`src/design/horizontal_correlation_cost_volume_defines.svh`:
```
// ----------------------------------------------------------------------------
// Correlation cost volume assertion macros
// Concurrent check wrappers, compiled out when NO_ASSERTIONS is defined.
// ----------------------------------------------------------------------------
`ifndef HORIZONTAL_CORRELATION_COST_VOLUME_DEFINES_SVH
`define HORIZONTAL_CORRELATION_COST_VOLUME_DEFINES_SVH

`ifndef NO_ASSERTIONS
`define HCCV_ASSERT(lbl, prop, msg) \
	lbl: assert property (@(posedge clk) disable iff (!arst_n) (prop)) else $error(msg);
`define HCCV_ASSERT_NEXT(lbl, pre, post, msg) \
	lbl: assert property (@(posedge clk) disable iff (!arst_n) (pre) |=> (post)) \
		else $error(msg);
`else
`define HCCV_ASSERT(lbl, prop, msg)
`define HCCV_ASSERT_NEXT(lbl, pre, post, msg)
`endif

`endif

```
`src/design/hccv_pkg.sv`:
```
// ----------------------------------------------------------------------------
// Correlation cost volume package
// Sizes, register indexes, sequencer states and shared types.
// ----------------------------------------------------------------------------
package hccv_pkg;

	localparam int MAX_WIDTH         = 256;
	localparam int MAX_DISPLACEMENTS = 16;

	localparam int COL_W  = (MAX_WIDTH > 1) ? $clog2(MAX_WIDTH) : 1;
	localparam int DISP_W = (MAX_DISPLACEMENTS > 1) ? $clog2(MAX_DISPLACEMENTS) : 1;
	localparam int ADDR_W = DISP_W + COL_W;
	localparam int ACC_W  = 16;
	localparam int IDX_W  = 3;

	localparam logic [IDX_W-1:0] REG_CHANNEL_COUNT      = 3'd0;
	localparam logic [IDX_W-1:0] REG_ROW_COUNT          = 3'd1;
	localparam logic [IDX_W-1:0] REG_ROW_WIDTH          = 3'd2;
	localparam logic [IDX_W-1:0] REG_DISPLACEMENT_COUNT = 3'd3;
	localparam logic [IDX_W-1:0] REG_OUTPUT_SHIFT       = 3'd4;

	typedef enum logic [1:0] {
		ST_IDLE,
		ST_READ,
		ST_MAC
	} state_t;

	typedef struct packed {
		logic signed [7:0] first;
		logic signed [7:0] second;
		logic [ACC_W-1:0]  base;
		logic              load;
	} mac_in_t;

endpackage

```
`src/design/hccv_mac.sv`:
```
// ----------------------------------------------------------------------------
// Shared multiply-accumulate unit
// 8x8 signed product added to a wrapping 16-bit accumulator, plus the
// arithmetic shift and truncation applied to a registered result.
// ----------------------------------------------------------------------------
module hccv_mac import hccv_pkg::*; (
	input  mac_in_t           op,
	input  logic [ACC_W-1:0]  res_acc,
	input  logic [3:0]        shift,
	output logic [ACC_W-1:0]  acc,
	output logic signed [7:0] narrowed
);

	logic signed [ACC_W-1:0] prod;
	logic [ACC_W-1:0]        base;
	logic signed [ACC_W-1:0] shifted;

	always_comb begin
		prod    = ACC_W'(op.first * op.second);
		base    = op.load ? '0 : op.base;
		acc     = base + prod;
		shifted = $signed(res_acc) >>> shift;
		narrowed = shifted[7:0];
	end

endmodule
```
`config.mk`:
```
export PLATFORM = sky130hd
export DESIGN_NAME = hccv_mac
export DESIGN_NICKNAME = d
export VERILOG_FILES = /design/src/design/horizontal_correlation_cost_volume_defines.svh /design/src/design/hccv_pkg.sv /design/src/design/hccv_mac.sv
export SDC_FILE = /design/constraint.sdc
export NUM_CORES = 1
export LEC_CHECK = 0
export ABC_AREA = 1
export BUFFER_PORTS_ARGS = -buffer_cell sky130_fd_sc_hd__buf_2
export CELL_PAD_IN_SITES_DETAIL_PLACEMENT = 0
export CELL_PAD_IN_SITES_GLOBAL_PLACEMENT = 1
export CORE_MARGIN = 3
export CORE_UTILIZATION = 38
export DETAILED_ROUTE_END_ITERATION = 7
export PLACE_DENSITY = 0.82
export RECOVER_POWER = 50
export REMOVE_ABC_BUFFERS = 1
export SYNTH_ARGS = -nofsm -noshare
export SYNTH_HDL_FRONTEND = slang
export SYNTH_SLANG_ARGS = --single-unit
```
`constraint.sdc`:
```
create_clock -name vclk -period 6.3
set_input_delay 1.26 -clock vclk [all_inputs]
set_output_delay 1.26 -clock vclk [all_outputs]
set_load 0.1 [all_outputs]
```
Word level (Yosys, flattened, before mapping). Cells that the tools add are included.

Flip-flop bits (word level): 0. Output and inout bits: 24. Logic and storage cells: 4. Bits of input ports: 53.

Add/sub/neg operators: 1. Shift-type cells: 1. $mul: 1. Muxes and demuxes: 1.

Operator list (count): adder 16 bit (1); multiplier 8 x 8 -> 16 bit (1); 2-to-1 mux 16 bit (1); >>> shifter 16 x 4 -> 8 bit (1).

Depth between registers and ports, before layout.
Word-level depth: 2. Gate-level depth with buffers: 22. Mapped depth without buffers: 21.

Worst setup path before layout. No wires, ideal clock.

Path kind: input to output. From: in op[17] (netlist bit). To: out acc[14]. Arrival: 6.453 ns. Stages on the path: 16. Required time: 5.040 ns. Buffers on the path: 1. Path slack: -1.413 ns. Cells stage by stage: clkbuf_1 -> nand2_1 -> inv_1 -> fa_1 -> fa_1 -> fa_1 -> inv_1 -> fa_1 -> inv_1 -> ha_1 -> ha_1 -> inv_1 -> nor3_1 -> nand3_1 -> nand3_1 -> xor2_1.

Longest elaborated chain between the ends: 2.

Ends and longest elaborated chain: start: declaration (RTL line hccv_mac.sv:7) `input mac_in_t op,`; multiplier 8 x 8 -> 16 bit (RTL line hccv_mac.sv:19) `prod = ACC_W'(op.first * op.second);`; adder 16 bit (RTL line hccv_mac.sv:21) `acc = base + prod;`; end: declaration (RTL line hccv_mac.sv:10) `output logic [ACC_W-1:0] acc,`.

Every way passes these cells.

Final worst setup path.
From: in op[32] (netlist bit). To: out acc[8].

Same word-level chain as after synthesis.

==> impl_metrics.json <==
{
  "status": "finished with violations",
  "violations": "negative setup slack",
  "start_util_pct": 40.0,
  "syn-instance-count": 532,
  "crit_slowest_cell": "fa_1",
  "cp.arrival_ns": 5.22,
  "crit_path_start_kind": "input port",
  "area_growth_pct": 49.7,
  "drv_cap": 0,
  "fill_cells": 829,
  "seq_area_um2": 0,
  "routabilityCongestion": 0.911,
  "io_buffer_count": 77,
  "drtIter0Drc": 205,
  "max_freq_mhz": 154,
  "crit_path_end_kind": "output port",
  "rsz0062_at_grt": "true",
  "num_antenna_cells": 0,
  "std_cell_rows": 35,
  "min_period_ns": 6.48,
  "layout.nets": 805,
  "synth_area_leaders": "fa_1 (38%), nand2_1 (14%), inv_1 (12%)",
  "setup_slack_ns": -0.176,
  "crit_start": "op[32]",
  "ys_warn_count": 0,
  "worstPathRequired_ns": 5.04,
  "slew_headroom_pct": 22.3,
  "syn_area_um2": 3760,
  "synth_top_area_cell": "fa_1",
  "drv_slew": 0,
  "core_area_um2": 9420,
  "drc": 0,
  "grt_overflow": 0,
  "synth_common_cells": "nand2_1 (138), inv_1 (124), fa_1 (71), ha_1 (37), nor2_1 (33)",
  "die_x_um": 106,
  "path_delay_family": "adder cells",
  "finalSetupViolCount": 8,
  "crit_cells": 16,
  "worstSetupPathType": "in -> out",
  "grt_pass1_wl_um": 16100,
  "crit_top_cell": "fa_1",
  "placed_area_um2": 4750,
  "wire_per_inst_um": 13.8,
  "hold_class": "in -> out",
  "drive_gt1_share_pct": 39.4,
  "grt_max_degree": 21,
  "wl_um": 10600,
  "grt_pass1_vias": 3589,
  "grt_util_all_layers_pct": 17.2,
  "die_h_um": 106,
  "max_stage_delay_ns": 0.56,
  "num_vias": 3697,
  "clock_buffers": 0,
  "period_share_pct": 103,
  "cp_max_fo": 8,
  "die-area_um2": 11100,
  "syn_area_per_cell_um2": 7.07,
  "yosys.cell_count.top_type": "nand2_1",
  "io_pins": 77,
  "ys_seq_area_share_pct": 0,
  "dp_hpwl_um": 8340,
  "crit_chain": "buf_12 -> nand2_4 -> fa_1 -> inv_2 -> fa_1 -> fa_1 -> fa_1 -> fa_2 -> ha_4 -> buf_6 -> nand3_2 -> nand2_2 -> buf_4 -> buf_6 -> xor2_4 -> buf_12",
  "tightestPinTransition_ns": 1.17,
  "first_pass_iters": 4,
  "nFlopsAndLatches": 0,
  "viasPerCell": 4.80,
  "critPathBufInv": 6,
  "endpoint": "acc[8]",
  "hold_viol_final": 0,
  "final_area_um2": 5630,
  "yosysUniqueCellTypes": 32,
  "synth_top_cell_area_share_pct": 37.8,
  "ant_nets": 0,
  "multi_input_area_um2": 3840,
  "antenna_found_initial": 0
}
routing by layer:
metal / routed length, µm / track usage [%] / up-vias / part of all wire (%)
li1: - / - / 1804 / -
met3: 535 / 0.735 / 14 / 5.0
met2: 5620 / 30.5 / 117 / 53
met5: 0 / 0 / - / 0
met4: 187 / 1.94 / 0 / 1.8
met1: 4290 / 24.0 / 1762 / 40
layout make-up:
class / count / share of cell area, %
tap: 129 / 2.87
timing repair buffer: 133 / 20.0
inverter: 128 / 8.93
multi-input combinational: 381 / 68.2
worst min path at each step:
stage	slack [ns]	cells past startpoint	start	to
after floorplan	3.02	2	shift[3]	narrowed[3]
after global placement	3.05	3	shift[3]	narrowed[2]
after detailed placement	3.06	3	shift[3]	narrowed[2]
after CTS	3.06	3	shift[3]	narrowed[2]
after global routing	3.15	4	res_acc[15]	narrowed[7]
final	3.12	4	res_acc[15]	narrowed[7]
layout by cell type, fill, tap and decap left out, types with 14 or more instances in the layout:
cell type | synthesis | layout
nor2_1 | 33 | 21
ha_4 | 0 | 20
nand3_1 | 22 | 14
fa_1 | 71 | 64
buf_4 | 0 | 48
o21ai_0 | 20 | 15
nand2_1 | 138 | 115
nand2_2 | 1 | 15
ha_1 | 37 | 17
inv_2 | 3 | 19
buf_2 | 3 | 45
inv_1 | 124 | 104
tightest hold or removal path, stage by stage:
cell,delay (ns)
buf_2,0.11
inv_1,0.10
o22ai_1,0.10
buf_2,0.29
stage by stage:
stage	hold WS, ns	util (%)	worst slack, ns	setup TNS [ns]	std cells
final	3.12	59.8	-0.176	-1.11	771
after global routing	3.15	59.8	-0.274	-1.85	771
after CTS	3.06	53.1	-0.331	-2.43	768
after detailed placement	3.06	50.4	-0.469	-3.71	765
after global placement	3.05	50.4	-0.439	-3.25	765
after floorplan	3.02	-	-1.29	-10.45	509
what timing repair did:
item | in CTS | in global routing
buffers inserted | 3 | 3
endpoints found under the setup margin | 10 | 10
hold buffers | 0 | 0
pin swaps | 17 | 74
gates resized for setup | 50 | 152
kinds of logic (layout without fill, tap and decap cells):
kind of cell / Yosys count / count (layout) / share of synthesized area, %
AND/OR/NAND/NOR: 200 / 200 / 21.1
buffers and inverters: 151 / 261 / 15.9
adder cells (fa/ha/maj): 108 / 108 / 50.1
AO/OA/AOI/OAI: 58 / 58 / 9.44
XOR/XNOR: 14 / 14 / 3.26
multiplexers: 1 / 1 / 0.266
Power is not shown: default switching activity piles up to over one toggle a cycle in this logic, so the estimate is an artifact.
